<file path="src/hw/rtl/assert_macros.svh">
// Assertion macros for the RTL files of the PID controller block.
// Included by the top level; needs clk_i and rst_ni in scope for PIDD_ASSERT.
`ifndef ASSERT_MACROS_SVH
`define ASSERT_MACROS_SVH

// Clocked assertion, disabled while the given active-low reset is asserted.
`define PIDD_ASSERT_CLK(lbl, clk, rst_n, prop, msg) \
  lbl: assert property (@(posedge clk) disable iff (!rst_n) prop) else $error(msg);

// Same, on the block's own clock and reset.
`define PIDD_ASSERT(lbl, prop, msg) `PIDD_ASSERT_CLK(lbl, clk_i, rst_ni, prop, msg)

`endif

</file>
<file path="src/hw/rtl/pidd_fifo.sv">
// Small transaction queue between the front and back ends of the PID controller.
// Generic width; no package dependency.
module pidd_fifo #(
  parameter int WIDTH = 8,
  parameter int DEPTH = 4
) (
  input  logic                       clk_i,
  input  logic                       rst_ni,
  input  logic                       push_i,
  input  logic [WIDTH-1:0]           wdata_i,
  input  logic                       pop_i,
  output logic [WIDTH-1:0]           rdata_o,
  output logic                       valid_o,
  output logic                       full_o,
  output logic [$clog2(DEPTH):0]     count_o
);
  localparam int PW = $clog2(DEPTH);

  logic [WIDTH-1:0] mem_q [DEPTH];
  logic [PW-1:0]    wr_ptr_q, rd_ptr_q;
  logic [PW:0]      cnt_q;
  logic             push_ok, pop_ok;

  assign full_o  = (cnt_q == (PW+1)'(DEPTH));
  assign valid_o = (cnt_q != '0);
  assign push_ok = push_i && !full_o;
  assign pop_ok  = pop_i && valid_o;
  assign rdata_o = mem_q[rd_ptr_q];
  assign count_o = cnt_q;

  always_ff @(posedge clk_i) begin
    if (push_ok) begin
      mem_q[wr_ptr_q] <= wdata_i;
    end
  end

  always_ff @(posedge clk_i or negedge rst_ni) begin
    if (!rst_ni) begin
      wr_ptr_q <= '0;
      rd_ptr_q <= '0;
      cnt_q    <= '0;
    end else begin
      if (push_ok) wr_ptr_q <= wr_ptr_q + 1'b1;
      if (pop_ok)  rd_ptr_q <= rd_ptr_q + 1'b1;
      if (push_ok && !pop_ok) begin
        cnt_q <= cnt_q + 1'b1;
      end else if (pop_ok && !push_ok) begin
        cnt_q <= cnt_q - 1'b1;
      end
    end
  end

endmodule

</file>
<file path="config.mk">
export PLATFORM = sky130hd
export DESIGN_NAME = pidd_fifo
export DESIGN_NICKNAME = d
export VERILOG_FILES = /design/src/hw/rtl/assert_macros.svh /design/src/hw/rtl/pidd_fifo.sv
export SDC_FILE = /design/constraint.sdc
export NUM_CORES = 1
export LEC_CHECK = 0
export BUFFER_PORTS_ARGS = -buffer_cell sky130_fd_sc_hd__buf_2
export CORE_MARGIN = 4
export CORE_UTILIZATION = 30
export CTS_CLUSTER_SIZE = 25
export DETAILED_ROUTE_END_ITERATION = 8
export HOLD_SLACK_MARGIN = 0.03
export PLACE_DENSITY = 0.48
export SKIP_CTS_REPAIR_TIMING = 1
export SLEW_MARGIN = 20
export SYNTH_ARGS = -nofsm -noshare
export SYNTH_HDL_FRONTEND = slang
export SYNTH_SLANG_ARGS = --single-unit
export TNS_END_PERCENT = 10
</file>
<file path="constraint.sdc">
create_clock -name clk_i -period 2.69 [get_ports clk_i]
set_clock_uncertainty 0.2 [all_clocks]
set_input_delay 0.4035 -clock clk_i [delete_from_list [all_inputs] [get_ports clk_i]]
set_output_delay 0.4035 -clock clk_i [all_outputs]
set_load 0.05 [all_outputs]
</file>
==> out/results.tsv <==
metric	value	unit
status	finished clean	
rr_worst_depth	8	
finalWirelength	2650	um
hpwl	1820	um
synth_nets	95	
place_congestion	0.612	
die_h	80.8	um
critPathKind	flop to flop	
synth_flop_cell	edfxtp_1	
final_nets	125	
yosys_warnings	0	
cts_tree	done	
worstPathMaxFanout	5	
cts_root_buf	clkbuf_8	
min_from	wdata_i[7]	
arrival	2.29	ns
end_kind	flop	
nFillCells	503	
vias_per_cell	4.24	
tns	0	ns
synthCells	77	
grtUsageTotal	0.0908	
r2r_start	count_o[1]	
clockBufferDepth	2	
synth_seq_area_share	0.714	
setup_viol	0	
timing.final.hold_violations	0	
insertion_delay	0.28	ns
cts_inserted_buffers	5	
crit_required	2.70	ns
antenna_left	0	
min_path_cells	1	
detail_route.wl_per_cell	14.9	um
drive_gt1_frac	0.472	
io_buffers	24	
reg2reg_slack	0.40	ns
start_kind	flop	
cts_htree_levels	2	
drc	0	
dieArea	6530	um2
grt_pass1_vias	806	
rsz0062_at_grt	false	
hold_end	mem_q[2][7]	
min_path_type	primary input to flop	
antenna_cells	0	
period_share	0.851	
clkTransAtPathRegs	0.07	ns
synth_cell_types	20	
grt-ovfl-total	0	
ys_async_sr_fraction	0.179	
seq_area	1140	um2
slew_headroom	0.711	
die_width	80.8	um
yosys-top-cells-count	edfxtp_1 (32), mux4_2 (8), dfrtp_1 (7), ha_1 (5)	
start_util	0.311	
drt_first_pass_iters	4	
antenna_found_initial	0	
rows	26	
ys_top_cells_by_area	edfxtp_1 (60%), mux4_2 (11%), dfrtp_1 (11%)	
slew_violations	0	
io_pins	25	
worst_pin_slew	0.434	ns
grt_pass1_wl	4080	um
grt_max_degree	13	
max_stage_delay	0.45	ns
yosys.area.top_type	edfxtp_1	
syn_to_final_growth	19.8	%
clock_sinks	39	
core	5110	um2
synth.most_common_cell	edfxtp_1	
maxCapViolations	0	
multi_input_area	423	um2
final.min_clock_period	2.29	ns
ys_ff_latch	39	
drt-initial-drc-count	21	
r2r_end	count_o[2]	
crit_path_cell_trace	or3_4, nand2_1, ha_1, inv_1, fa_1, xor2_1, nor2_1, xor2_1	
netlist_area	1590	um2
max_freq	437	MHz
cpMostUsedCell	xor2_1	
avgSynthCellArea	20.7	um2
synth_enable_flop_cells	32	
yosysTopAreaCellShare	0.604	
worst_path_max_delay_cell	dfrtp_1	
num_vias	755	
==> how the worst max path moves through the flow <==
stage / start / endpoint / slack (ns)
3_5_place_dp: count_o[1] / count_o[2] / 0.39
4_1_cts: count_o[1] / count_o[2] / 0.39
3_3_place_gp: count_o[1] / count_o[2] / 0.47
5_1_grt: count_o[1] / count_o[2] / 0.25
6_report: count_o[1] / count_o[2] / 0.40
2_1_floorplan: count_o[1] / count_o[1] / 0.01
==> cell families after synthesis <==
kind of cell / after synthesis / synth area share
xor+xnor: 6 / 0.0330
fa+ha+maj: 6 / 0.0519
buf+inv: 6 / 0.0197
flops: 39 / 0.714
mux: 10 / 0.130
simple gates: 10 / 0.0511
==> layout by cell type, fill, tap and decap left out, drive strengths merged, types with 2 or more instances in the layout <==
| cell type | count |
|---|---|
| edfxtp | 32 |
| buf | 25 |
| mux4 | 8 |
| dfrtp | 7 |
| ha | 5 |
| clkbuf | 5 |
| and2 | 4 |
| xnor2 | 4 |
| inv | 3 |
| xor2 | 2 |
| mux2 | 2 |
| clkinv | 2 |
==> sequential cells by signal, indices dropped and copies added (netlist names) <==
register and cells:
count_o 3, mem_q 32, rd_ptr_q 2, wr_ptr_q 2
==> layer usage <==
layer | GRT usage | vias to the layer above | wire length [um]
met3 | 0.0322 | 5 | 124
met2 | 0.158 | 16 | 1390
met5 | 0 | - | 0
li1 | - | 349 | -
met4 | 0.0507 | 0 | 65
met1 | 0.0944 | 385 | 1070
==> through the flow <==
stage | setup slack, ns | hold slack [ns] | utilization | instance area (um2) | std cells
2_1_floorplan | 0.00981 | -0.0921 | - | 1590 | 77
3_3_place_gp | 0.466 | 0.0486 | 0.350 | 1790 | 169
3_5_place_dp | 0.388 | 0.0504 | 0.350 | 1790 | 169
4_1_cts | 0.389 | -0.260 | 0.371 | 1900 | 177
5_1_grt | 0.252 | 0.118 | 0.373 | 1910 | 178
6_report | 0.401 | 0.130 | 0.373 | 1910 | 178
==> area by class of cell <==
class / count / share of cell area
clock buffers: 5 / 0.0361
clock inverters: 3 / 0.0204
inverters: 3 / 0.00591
multi-input cells: 32 / 0.222
flip-flops and latches: 39 / 0.598
well taps: 70 / 0.0460
repair buffers: 26 / 0.0722
==> critical path: cells and delay by family (launching register included) <==
family	cells	cell delay (ns)
buffers and inverters	1	0.06
and+or+nand+nor	3	0.64
adders and majority gates	2	0.56
xor gates and xnor gates	2	0.29
DFF	1	0.45
Power is not shown: default switching activity piles up to over one toggle a cycle in this logic, so the estimate is an artifact.
