[src/hw/rtl/assert_macros.svh]
// Assertion macros for the RTL files of the PID controller block.
// Included by the top level; needs clk_i and rst_ni in scope for PIDD_ASSERT.
`ifndef ASSERT_MACROS_SVH
`define ASSERT_MACROS_SVH

// Clocked assertion, disabled while the given active-low reset is asserted.
`define PIDD_ASSERT_CLK(lbl, clk, rst_n, prop, msg) \
  lbl: assert property (@(posedge clk) disable iff (!rst_n) prop) else $error(msg);

// Same, on the block's own clock and reset.
`define PIDD_ASSERT(lbl, prop, msg) `PIDD_ASSERT_CLK(lbl, clk_i, rst_ni, prop, msg)

`endif

[src/hw/rtl/pidd_pkg.sv]
// Package of the PID controller: default sizes, mode and register codes,
// and the per-transaction control struct. No dependencies.
package pidd_pkg;

  localparam int DATA_WIDTH_DEF  = 32;
  localparam int FRAC_BITS_DEF   = 16;
  localparam int SUM_WIDTH_DEF   = 48;
  localparam int WRAP_ENABLE_DEF = 0;

  localparam int QUEUE_DEPTH = 4;
  localparam int NUM_REGS    = 8;
  localparam int REG_IDX_W   = $clog2(NUM_REGS);

  typedef enum logic [1:0] {
    MODE_SAMPLE  = 2'd0,
    MODE_TARGET  = 2'd1,
    MODE_RESET   = 2'd2,
    MODE_CLR_INT = 2'd3
  } mode_e;

  typedef enum logic [REG_IDX_W-1:0] {
    REG_GAIN_P    = 3'd0,
    REG_GAIN_I    = 3'd1,
    REG_GAIN_D    = 3'd2,
    REG_DEAD_ZONE = 3'd3,
    REG_DRIVE_MIN = 3'd4,
    REG_DRIVE_MAX = 3'd5,
    REG_SPAN_MIN  = 3'd6,
    REG_SPAN_MAX  = 3'd7
  } reg_idx_e;

  // What the back end must do with the held drive value.
  typedef struct packed {
    logic sample;     // new drive from the products
    logic clr_drive;  // drive reads zero (setpoint change or full reset)
  } item_ctl_t;

endpackage

[src/hw/rtl/pidd_cfg.sv]
// APB register file of the PID controller: gains, dead band, drive and span limits.
// Depends on pidd_pkg for register codes.
module pidd_cfg #(
  parameter int DW  = pidd_pkg::DATA_WIDTH_DEF,
  parameter int PDW = 32,
  parameter int AW  = 5
) (
  input  logic                                    clk_i,
  input  logic                                    rst_ni,
  input  logic                                    psel,
  input  logic                                    penable,
  input  logic                                    pwrite,
  input  logic [AW-1:0]                           paddr,
  input  logic [PDW-1:0]                          pwdata,
  output logic [PDW-1:0]                          prdata,
  output logic                                    pready,
  output logic [pidd_pkg::NUM_REGS-1:0][DW-1:0]   regs_o,
  output logic                                    span_wr_o,
  output logic signed [DW-1:0]                    span_min_nx_o,
  output logic signed [DW-1:0]                    span_max_nx_o
);
  import pidd_pkg::*;

  localparam int SL = AW - REG_IDX_W;
  localparam logic [DW-1:0] DMAX = {1'b0, {(DW-1){1'b1}}};
  localparam logic [DW-1:0] DMIN = {1'b1, {(DW-1){1'b0}}};

  logic [NUM_REGS-1:0][DW-1:0] regs_q, regs_d;
  logic [REG_IDX_W-1:0]        idx;
  logic                        wr;

  // register values after reset: widest drive limits, everything else zero
  function automatic logic [NUM_REGS-1:0][DW-1:0] regs_rst();
    logic [NUM_REGS-1:0][DW-1:0] r;
    r                = '0;
    r[REG_DRIVE_MIN] = DMIN;
    r[REG_DRIVE_MAX] = DMAX;
    return r;
  endfunction

  assign pready = 1'b1;
  assign idx    = paddr[AW-1:SL];
  assign wr     = psel && penable && pwrite;

  always_comb begin
    regs_d = regs_q;
    if (wr) begin
      if (idx == REG_DEAD_ZONE) begin
        regs_d[idx] = {1'b0, pwdata[DW-2:0]};
      end else begin
        regs_d[idx] = pwdata[DW-1:0];
      end
    end
  end

  always_ff @(posedge clk_i or negedge rst_ni) begin
    if (!rst_ni) begin
      regs_q <= regs_rst();
    end else begin
      regs_q <= regs_d;
    end
  end

  assign prdata        = PDW'(regs_q[idx]);
  assign regs_o        = regs_q;
  assign span_wr_o     = wr && (idx == REG_SPAN_MIN || idx == REG_SPAN_MAX);
  // values in effect after this edge, for the setpoint re-clamp
  assign span_min_nx_o = $signed(regs_d[REG_SPAN_MIN]);
  assign span_max_nx_o = $signed(regs_d[REG_SPAN_MAX]);

endmodule

[config.mk]
export PLATFORM = sky130hd
export DESIGN_NAME = pidd_cfg
export DESIGN_NICKNAME = d
export VERILOG_FILES = /design/src/hw/rtl/assert_macros.svh /design/src/hw/rtl/pidd_pkg.sv /design/src/hw/rtl/pidd_cfg.sv
export SDC_FILE = /design/constraint.sdc
export NUM_CORES = 1
export LEC_CHECK = 0
export ABC_AREA = 1
export BUFFER_PORTS_ARGS = -buffer_cell sky130_fd_sc_hd__buf_4
export CELL_PAD_IN_SITES_DETAIL_PLACEMENT = 1
export CELL_PAD_IN_SITES_GLOBAL_PLACEMENT = 2
export CORE_MARGIN = 10
export CORE_UTILIZATION = 28
export DETAILED_ROUTE_END_ITERATION = 10
export MAX_ROUTING_LAYER = met4
export PLACE_DENSITY_LB_ADDON = 0.12
export SLEW_MARGIN = 20
export SYNTH_ARGS = -nofsm -noshare
export SYNTH_HDL_FRONTEND = slang
export SYNTH_SLANG_ARGS = --single-unit
[constraint.sdc]
create_clock -name clk_i -period 2 [get_ports clk_i]
set_clock_uncertainty 0.15 [all_clocks]
set_input_delay 0.4 -clock clk_i [delete_from_list [all_inputs] [get_ports clk_i]]
set_output_delay 0.4 -clock clk_i [all_outputs]
set_load 0.05 [all_outputs]
==> results of run 1 <==
==> cells by family (layout without fill, tap and decap cells) <==
| logic type | Yosys count | after routing | share of synthesized area [%] |
|---|---|---|---|
| buf+inv | 149 | 691 | 5.051 |
| compound gates | 254 | 254 | 10.28 |
| flops | 256 | 256 | 52.15 |
| other cells | 1 | 1 | 0.03034 |
| simple gates | 1055 | 1055 | 32.48 |
==> synthesized netlist by cell type (2+ instances only) <==
master,n,area [sq um]
nand2_1,1035,3885
dfrtp_1,224,5605
o21ai_0,132,660.6
o21ai_1,122,610.6
clkbuf_1,61,229.0
inv_1,35,131.4
dfstp_2,32,840.8
buf_2,31,155.2
buf_1,11,41.29
buf_4,5,37.54
inv_2,5,18.77
nand3_1,5,25.02
nand3_2,5,50.05
nor2_1,5,18.77
nor2_2,2,12.51
==> routing by layer <==
layer  vias up  GRT usage [%]  part of all wire, %  wire (um)
met4         0          4.522                  1.6       1071
met5         -              -                    0          0
met1      6927          31.30                   45      29740
met3        69          5.368                  5.4       3604
met2       321          39.80                   48      32150
li1       6388              -                    -          -
==> power groups by stage <==
stage / logic [uW] / registers (uW) / clock network [uW]
final: 11500 / 7150 / 6490
after detailed placement: 10400 / 7220 / 0
after CTS: 11300 / 7120 / 6630
after floorplan: 3470 / 10300 / 0
after global placement: 10300 / 7190 / 0
after global routing: 12100 / 7290 / 6870
==> what timing repair did <==
item | CTS | global route
cloned | 5 | 8
pin swaps | 43 | 42
setup buffers | 39 | 11
hold endpoints to repair | 121 | 0
hold buffers | 33 | 0
resized for setup | 254 | 94
endpoints found under the setup margin | 97 | 99
==> through the flow <==
stage / utilization, % / area (sq um)
final: 48.94 / 21220
after global routing: 48.94 / 21220
after CTS: 47.67 / 20670
after detailed placement: 41.13 / 17830
after global placement: 41.13 / 17830
after floorplan: - / 13380
==> worst max-delay path by stage <==
stage	depth (start not counted)	slack, ps	to
after floorplan	5	-120	span_max_nx_o[10]
after global placement	10	-230	prdata[13]
after detailed placement	10	-240	prdata[15]
after CTS	7	-210	prdata[29]
after global routing	9	-280	span_max_nx_o[31]
final	9	-210	span_max_nx_o[31]
==> area by class of cell <==
cell class | instances | share of cell area, %
clock buffers | 54 | 5.088
clock inverters | 8 | 0.4363
inverters | 40 | 0.7487
multi-input cells | 1310 | 31.49
flip-flops and latches | 256 | 30.38
well taps | 585 | 3.449
repair buffers | 589 | 28.40
==> worst max-delay path: stages <==
cell and delay [ps]:
buf_6 70, nand2_4 50, nor2_4 150, buf_6 130, nand3_4 110, buf_12 220
buf_4 160, o21ai_4 160, buf_6 180
==> impl_metrics.env, run 1 <==
export IMPL_rr_worst_depth=7
export IMPL_h_tree_depth=2
export IMPL_die_area_sq_um=52950
export IMPL_drive_above_1_share_pct=39.08
export IMPL_power_density_nw_per_um2=1184
export IMPL_finalSetupTns_ps=-12350
export IMPL_grt_max_degree=52
export IMPL_core_area_sq_um=43360
export IMPL_worstMarginPinSlew_ps=542.4
export IMPL_grt_first_pass_wirelength_um=96970
export IMPL_antenna_cells=0
export IMPL_synth_distinct_cells=20
export IMPL_fin_nets=2275
export IMPL_root_buffer="clkbuf_16"
export IMPL_synth_cells=1715
export IMPL_placedCellCount=2687
export IMPL_async_reset_ff_share_pct=100.0
export IMPL_worstSetupPathType="in -> out"
export IMPL_max_cap_violations=0
export IMPL_clkPwrFrac_pct=25.8
export IMPL_swShare_pct=44.94
export IMPL_slew_headroom_pct=63.84
export IMPL_ios=396
export IMPL_ys_ff_latch=256
export IMPL_gp_congestion=0.8918
export IMPL_crit_start="penable"
export IMPL_cts_max_path_buffers=3
export IMPL_syn_nets=1757
export IMPL_start_util_pct=28.51
export IMPL_clock_latency_ps=550
export IMPL_preCtsSetupSlack_ps=-237.6
export IMPL_yosys_warnings=0
export IMPL_peakVddDrop_mv=0.6124
export IMPL_p_sw_uw=11290
export IMPL_power_leakage_uw=0.01095
export IMPL_final_cell_mix="nand2_1 (878), buf_4 (381), dfrtp_1 (223), o21ai_0 (115), nand2_2 (114)"
export IMPL_grt_pass1_vias=14440
export IMPL_cts_made_buffers=36
export IMPL_cts_sinks=256
export IMPL_synthFlopType="dfrtp_1"
export IMPL_chipHeight_um=230.1
export IMPL_cts_clk_slew_worst_paths_ps=60
export IMPL_period_needed_ps=2208
export IMPL_port_buffers=392
export IMPL_routed_wl_um=66570
export IMPL_max_clock_freq_mhz=452.8
export IMPL_critPathLaunchType="primary input"
export IMPL_r2r_slack_ps=890
export IMPL_seq_power_share_pct=28.5
export IMPL_hold_viol_final=0
export IMPL_failed_checks="setup timing"
export IMPL_whs_ps=91.39
export IMPL_setup_viol=96
export IMPL_placementRows=76
export IMPL_status="complete, but fails checks"
export IMPL_grt_antenna_before_repair=0
export IMPL_area_growth_pct=71.70
export IMPL_required_ps=1450
export IMPL_drtIter0Drc=678
export IMPL_instances_no_fill=2842
export IMPL_drt_wirelength_per_cell_um=23.42
export IMPL_internal_power_uw=13840
export IMPL_dpl_hpwl_um=46570
export IMPL_drc_errors=0
export IMPL_final_common_cell="nand2_1"
export IMPL_avgSynthCellArea_sq_um=7.207
export IMPL_fill_cells=5185
export IMPL_finalPower_uw=25130
export IMPL_whs_endpoint="regs_o[115]"
export IMPL_fin_ws_ps=-208.4
export IMPL_crit_fanout=24
export IMPL_ant_nets=0
export IMPL_endpoint_kind="output port"
export IMPL_syn_area_sq_um=12360
export IMPL_cts_tree="yes"
export IMPL_die_w_um=230.1
export IMPL_hp_class="in -> reg"
export IMPL_avgViaCountPerCell=4.822
export IMPL_crit_arrival_ps=1660
export IMPL_min_from="pwdata[19]"
export IMPL_largest_register_ffs=250
export IMPL_drt_first_pass_iters=4
export IMPL_seqCellArea_sq_um=6447
export IMPL_ys_seq_area_share_pct=52.15
export IMPL_overflow=0
export IMPL_finalCritPeriodShare_pct=110.4
export IMPL_combPwrFrac_pct=45.7
export IMPL_multi_input_area_sq_um=6684
export IMPL_track_usage_pct=24.59
export IMPL_synth_edf_count=0
export IMPL_holdPathStages=3
export IMPL_grt_setup_unrepaired="yes"
export IMPL_via_count=13710
export IMPL_finalMaxSlewViolations=0
(Power assumes the default switching activity.)
==> inputs of run 2 (changes only) <==
- clock period: 2 -> 2.3 ns (I/O delays scaled with it)
==> run 2 against run 1 <==
Sequential power down 14%; the run still ends with setup timing left; sequential share of layout area is 2.3 points higher; sequential cell count did not move; combinational power down 18%; via count is 1.9% lower; wire length is 2.9% lower; core utilization is 3.4 points lower; cell area down 7.0%; cell count shrank 1.1%; worst setup slack improved by 200 ps; power fell by 17%; highest routed layer unchanged; first-iteration DRC count fell by 0.88%; critical path type unchanged.
==> impl_metrics.env, run 2 (synthesis gave the netlist of run 1 again) <==
export IMPL_status="complete, but fails checks"
export IMPL_failed_checks="setup timing"
export IMPL_port_buffers=392
export IMPL_cp_num_cells=5
export IMPL_hp_class="in -> reg"
export IMPL_power_density_nw_per_um2=1052
export IMPL_crit_family="buffers and inverters"
export IMPL_cts_max_path_buffers=3
export IMPL_fin_nets=2239
export IMPL_chipHeight_um=230.1
export IMPL_setup_viol=2
export IMPL_crit_chain="dlygate4sd3_1 -> buf_4 -> inv_1 -> o21ai_2 -> buf_6"
export IMPL_clkPwrFrac_pct=24.9
export IMPL_rr_worst_depth=6
export IMPL_final_common_cell="nand2_1"
export IMPL_start_util_pct=28.51
export IMPL_drt_wirelength_per_cell_um=23.00
export IMPL_drtIter0Drc=672
export IMPL_power_leakage_uw=0.01049
export IMPL_hold_viol_final=0
export IMPL_ant_nets=0
export IMPL_routed_wl_um=64630
export IMPL_peakVddDrop_mv=0.6333
export IMPL_drc_errors=0
export IMPL_internal_power_uw=11270
export IMPL_h_tree_depth=2
export IMPL_grt_setup_unrepaired="yes"
export IMPL_via_count=13450
export IMPL_preCtsSetupSlack_ps=-132.0
export IMPL_grt_first_pass_wirelength_um=94360
export IMPL_fin_ws_ps=-11.65
export IMPL_max_clock_freq_mhz=432.6
export IMPL_drive_above_1_share_pct=33.87
export IMPL_grt_antenna_before_repair=5
export IMPL_finalCritPeriodShare_pct=100.5
export IMPL_cts_clk_slew_worst_paths_ps=50
export IMPL_grt_pass1_vias=13940
export IMPL_crit_fanout=5
export IMPL_path_buf_inv=4
export IMPL_cts_sinks=256
export IMPL_instances_no_fill=2810
export IMPL_finalMaxSlewViolations=0
export IMPL_cts_made_buffers=34
export IMPL_max_cap_violations=0
export IMPL_overflow=0
export IMPL_required_ps=1690
export IMPL_placementRows=76
export IMPL_p_sw_uw=9491
export IMPL_swShare_pct=45.72
export IMPL_die_w_um=230.1
export IMPL_seq_power_share_pct=29.7
export IMPL_crit_arrival_ps=1700
export IMPL_track_usage_pct=24.18
export IMPL_worstSetupPathType="in -> out"
export IMPL_crit_path_max_incr_delay_ps=570
export IMPL_endpoint_kind="output port"
export IMPL_ios=396
export IMPL_gp_congestion=0.8752
export IMPL_crit_start="pwdata[21]"
export IMPL_cp_slowest_cell="dlygate4sd3_1"
export IMPL_die_area_sq_um=52950
export IMPL_placedCellCount=2671
export IMPL_r2r_slack_ps=1270
export IMPL_crit_path_end="span_min_nx_o[21]"
export IMPL_grt_max_degree=56
export IMPL_drt_first_pass_iters=4
export IMPL_critPathLaunchType="primary input"
export IMPL_core_area_sq_um=43360
export IMPL_combPwrFrac_pct=45.3
export IMPL_final_cell_mix="nand2_1 (965), buf_4 (379), dfrtp_1 (224), o21ai_0 (115), o21ai_1 (89)"
export IMPL_largest_register_ffs=250
export IMPL_clock_latency_ps=540
export IMPL_root_buffer="clkbuf_16"
export IMPL_area_growth_pct=59.64
export IMPL_period_needed_ps=2312
export IMPL_dpl_hpwl_um=46130
export IMPL_avgViaCountPerCell=4.786
export IMPL_finalPower_uw=20760
export IMPL_cts_tree="yes"
==> run 2: cell type report <==
class / instances / area [sq um]
fillers: 5273 / 23630
well taps: 585 / 732.0
clock buffers: 55 / 1031
clock inverters: 4 / 23.77
diodes: 5 / 12.51
flip-flops and latches: 256 / 6446
inverters: 40 / 193.9
multi-input cells: 1310 / 5891
repair buffers: 555 / 5403
==> run 2: worst min path at each step <==
| stage | start | endpoint | cells after the start |
|---|---|---|---|
| final | pwdata[4] | regs_o[36] | 3 |
| after global routing | pwdata[24] | regs_o[184] | 3 |
| after CTS | pwdata[4] | regs_o[36] | 3 |
| after detailed placement | rst_ni | regs_o[232] | 1 |
| after global placement | rst_ni | regs_o[200] | 1 |
| after floorplan | rst_ni | asynchronous set/reset pin | 0 |
==> run 2: metrics by stage <==
step	cell area [sq um]	setup TNS (ps)	util, %	hold slack, ps
2_1_floorplan	12360	-14990	-	14.41
3_3_place_gp	16740	-1318	38.61	239.8
3_5_place_dp	16740	-3037	38.61	238.6
4_1_cts	18820	-358.0	43.40	1.214
5_1_grt	19730	-657.7	45.51	23.83
6_report	19730	-17.66	45.51	21.98
==> run 2: power groups by stage <==
| stage | combinational (uW) | clock (uW) | sequential (uW) |
|---|---|---|---|
| 2_1_floorplan | 2590 | 0 | 9000 |
| 3_3_place_gp | 8620 | 0 | 6200 |
| 3_5_place_dp | 8690 | 0 | 6240 |
| 4_1_cts | 9060 | 5280 | 6180 |
| 5_1_grt | 9900 | 5450 | 6300 |
| 6_report | 9410 | 5180 | 6170 |
==> run 2: worst reg2reg max path, delay by kind of cell, from the launching register on <==
| family | cells | cell delay (ps) |
|---|---|---|
| AND/OR/NAND/NOR | 5 | 310 |
| flip-flops | 1 | 400 |
| buffers and inverters | 1 | 50 |
==> run 2: layer usage <==
metal	share of wire, %	GRT usage (%)	vias to the layer above
met5	0	-	-
met3	5.1	5.122	56
li1	-	-	6333
met1	44	30.26	6768
met2	49	39.42	292
met4	1.6	5.529	0
==> run 2: repair_timing <==
| item | 4_1_cts | 5_1_grt |
|---|---|---|
| buffers inserted | 10 | 30 |
| endpoints found under the setup margin | 61 | 86 |
| hold buffers | 28 | 0 |
| pin swaps | 8 | 65 |
| gates cloned | 4 | 3 |
| endpoints found under the hold margin | 91 | 0 |
| gates resized for setup | 134 | 172 |
==> inputs of run 3 (changes only) <==
- CORE_MARGIN: 10 -> unset
==> run 3 against run 2 <==
The run now ends clean; register-to-register slack is essentially flat; sequential cell count is the same; global-route usage grew 2.6 points; sequential power is essentially flat; worst hold slack gained 6.2 ps; power shrank 1.5%; wire length shrank 8.7%; critical path type unchanged.
==> impl_metrics.env, run 3 (synthesis gave the netlist of run 1 again) <==
export IMPL_track_usage_pct=26.78
export IMPL_hp_class="in -> reg"
export IMPL_status="finished clean"
export IMPL_r2r_slack_ps=1270
export IMPL_period_needed_ps=2275
export IMPL_cts_made_buffers=34
export IMPL_largest_register_ffs=250
export IMPL_area_growth_pct=54.73
export IMPL_dpl_hpwl_um=41170
export IMPL_gr_usage_met1_pct=33.54
export IMPL_final_cell_mix="nand2_1 (997), buf_4 (364), dfrtp_1 (224), o21ai_0 (115), o21ai_1 (83)"
export IMPL_seqCellArea_sq_um=6446
export IMPL_setup_viol=0
export IMPL_crit_path_max_incr_delay_ps=560
export IMPL_placementRows=76
export IMPL_drt_wirelength_per_cell_um=21.18
export IMPL_drt_first_pass_iters=5
export IMPL_finalCritPeriodShare_pct=98.93
export IMPL_fin_nets=2215
export IMPL_min_from="pwdata[20]"
export IMPL_finalPower_uw=20450
export IMPL_grt_first_pass_wirelength_um=86490
export IMPL_grt_use_met2_pct=42.36
export IMPL_path_buf_inv=4
export IMPL_avgViaCountPerCell=4.743
export IMPL_crit_path_end="span_min_nx_o[8]"
export IMPL_chipHeight_um=212.1
export IMPL_via_count=13210
export IMPL_cp_num_cells=5
export IMPL_finalSetupTns_ps=0
export IMPL_grt_util_met3_pct=6.795
export IMPL_power_density_nw_per_um2=1069
export IMPL_crit_fanout=5
export IMPL_required_ps=1690
export IMPL_power_leakage_uw=0.01024
export IMPL_crit_chain="dlygate4sd3_1 -> buf_4 -> inv_1 -> o21ai_2 -> buf_6"
export IMPL_crit_start="pwdata[8]"
export IMPL_ios=396
export IMPL_multi_input_area_sq_um=5668
export IMPL_cts_sinks=256
export IMPL_rr_worst_depth=6
export IMPL_busiest_layer="met2"
export IMPL_whs_ps=28.15
export IMPL_start_util_pct=28.57
export IMPL_cts_tree="yes"
export IMPL_fill_cells=5231
export IMPL_routed_wl_um=58980
export IMPL_root_buffer="clkbuf_16"
export IMPL_endpoint_kind="output port"
export IMPL_grt_max_degree=65
export IMPL_hold_viol_final=0
export IMPL_grt_antenna_before_repair=2
export IMPL_final_common_cell="nand2_1"
export IMPL_die_w_um=212.1
export IMPL_die_area_sq_um=44990
export IMPL_max_cap_violations=0
export IMPL_drc_errors=0
export IMPL_grt_pass1_vias=13350
export IMPL_port_buffers=392
export IMPL_drive_above_1_share_pct=31.53
export IMPL_core_area_sq_um=43270
export IMPL_finalMaxSlewViolations=0
export IMPL_peakVddDrop_mv=0.6737
export IMPL_gp_congestion=0.8608
export IMPL_grt_setup_unrepaired="yes"
export IMPL_crit_family="buffers and inverters"
export IMPL_critPathLaunchType="primary input"
export IMPL_overflow=0
export IMPL_cts_max_path_buffers=3
export IMPL_ant_nets=0
export IMPL_worstSetupPathType="in -> out"
export IMPL_clock_latency_ps=540
export IMPL_cp_slowest_cell="dlygate4sd3_1"
export IMPL_h_tree_depth=2
export IMPL_drtIter0Drc=546
export IMPL_crit_arrival_ps=1670
export IMPL_cts_clk_slew_worst_paths_ps=60
export IMPL_max_clock_freq_mhz=439.5
run 3: changes by cell type in the layout (fill, tap and decap cells not counted), moves of 15 or more:
cell / before / now
nand2_2: 67 / 38
o21ai_4: 21 / 2
buf_8: 35 / 17
buf_4: 379 / 364
o21ai_2: 29 / 54
nand2_1: 965 / 997
run 3: where the power goes:
group	leakage [uW]	total (uW)	internal [uW]	switching (uW)
registers	0.00324	6160	5420	745
logic	0.00647	9080	2670	6410
clock network	0.000522	5210	3120	2090
total	0.0102	20400	11200	9240
run 3: worst min-delay path by stage:
stage | to | slack, ps | depth (start not counted)
2_1_floorplan | asynchronous set/reset pin | 10 | 0
3_3_place_gp | regs_o[2] | 270 | 1
3_5_place_dp | regs_o[34] | 270 | 1
4_1_cts | regs_o[167] | 3 | 3
5_1_grt | regs_o[16] | 20 | 3
6_report | regs_o[180] | 30 | 3
run 3: metrics by stage:
| stage | setup slack, ps | cell area [sq um] | std cells | util, % |
|---|---|---|---|---|
| 2_1_floorplan | -234.4 | 12360 | 1715 | - |
| 3_3_place_gp | -94.43 | 16690 | 2662 | 38.58 |
| 3_5_place_dp | -68.32 | 16690 | 2662 | 38.58 |
| 4_1_cts | -53.69 | 18380 | 2761 | 42.47 |
| 5_1_grt | -66.74 | 19130 | 2785 | 44.20 |
| 6_report | 24.59 | 19130 | 2785 | 44.20 |
run 3: cell type report:
class | instances | share of cell area (%)
diodes | 2 | 0.02617
clock buffers | 55 | 5.286
clock inverters | 6 | 0.3206
inverters | 40 | 0.8962
multi-input cells | 1310 | 29.64
flip-flops and latches | 256 | 33.70
well taps | 585 | 3.827
repair buffers | 531 | 26.31
run 3: metal layers:
layer / vias up / routed length, um / part of all wire [%]
met5: - / 0 / 0
met4: 0 / 1387 / 2.4
met3: 76 / 3775 / 6.4
met2: 296 / 28180 / 48
met1: 6556 / 25640 / 43
li1: 6282 / - / -
run 3: repair_timing:
item | in CTS | in global routing
pin swaps | 6 | 57
endpoints found under the setup margin | 39 | 81
gates resized for setup | 58 | 157
gates cloned | 2 | 1
hold buffers | 30 | 0
endpoints found under the hold margin | 95 | 0
buffers inserted | 6 | 21
run 3: tightest hold or removal path, cell delays in order:
cell and delay, ps:
buf_4 140, nand2_1 60, nand2_1 50
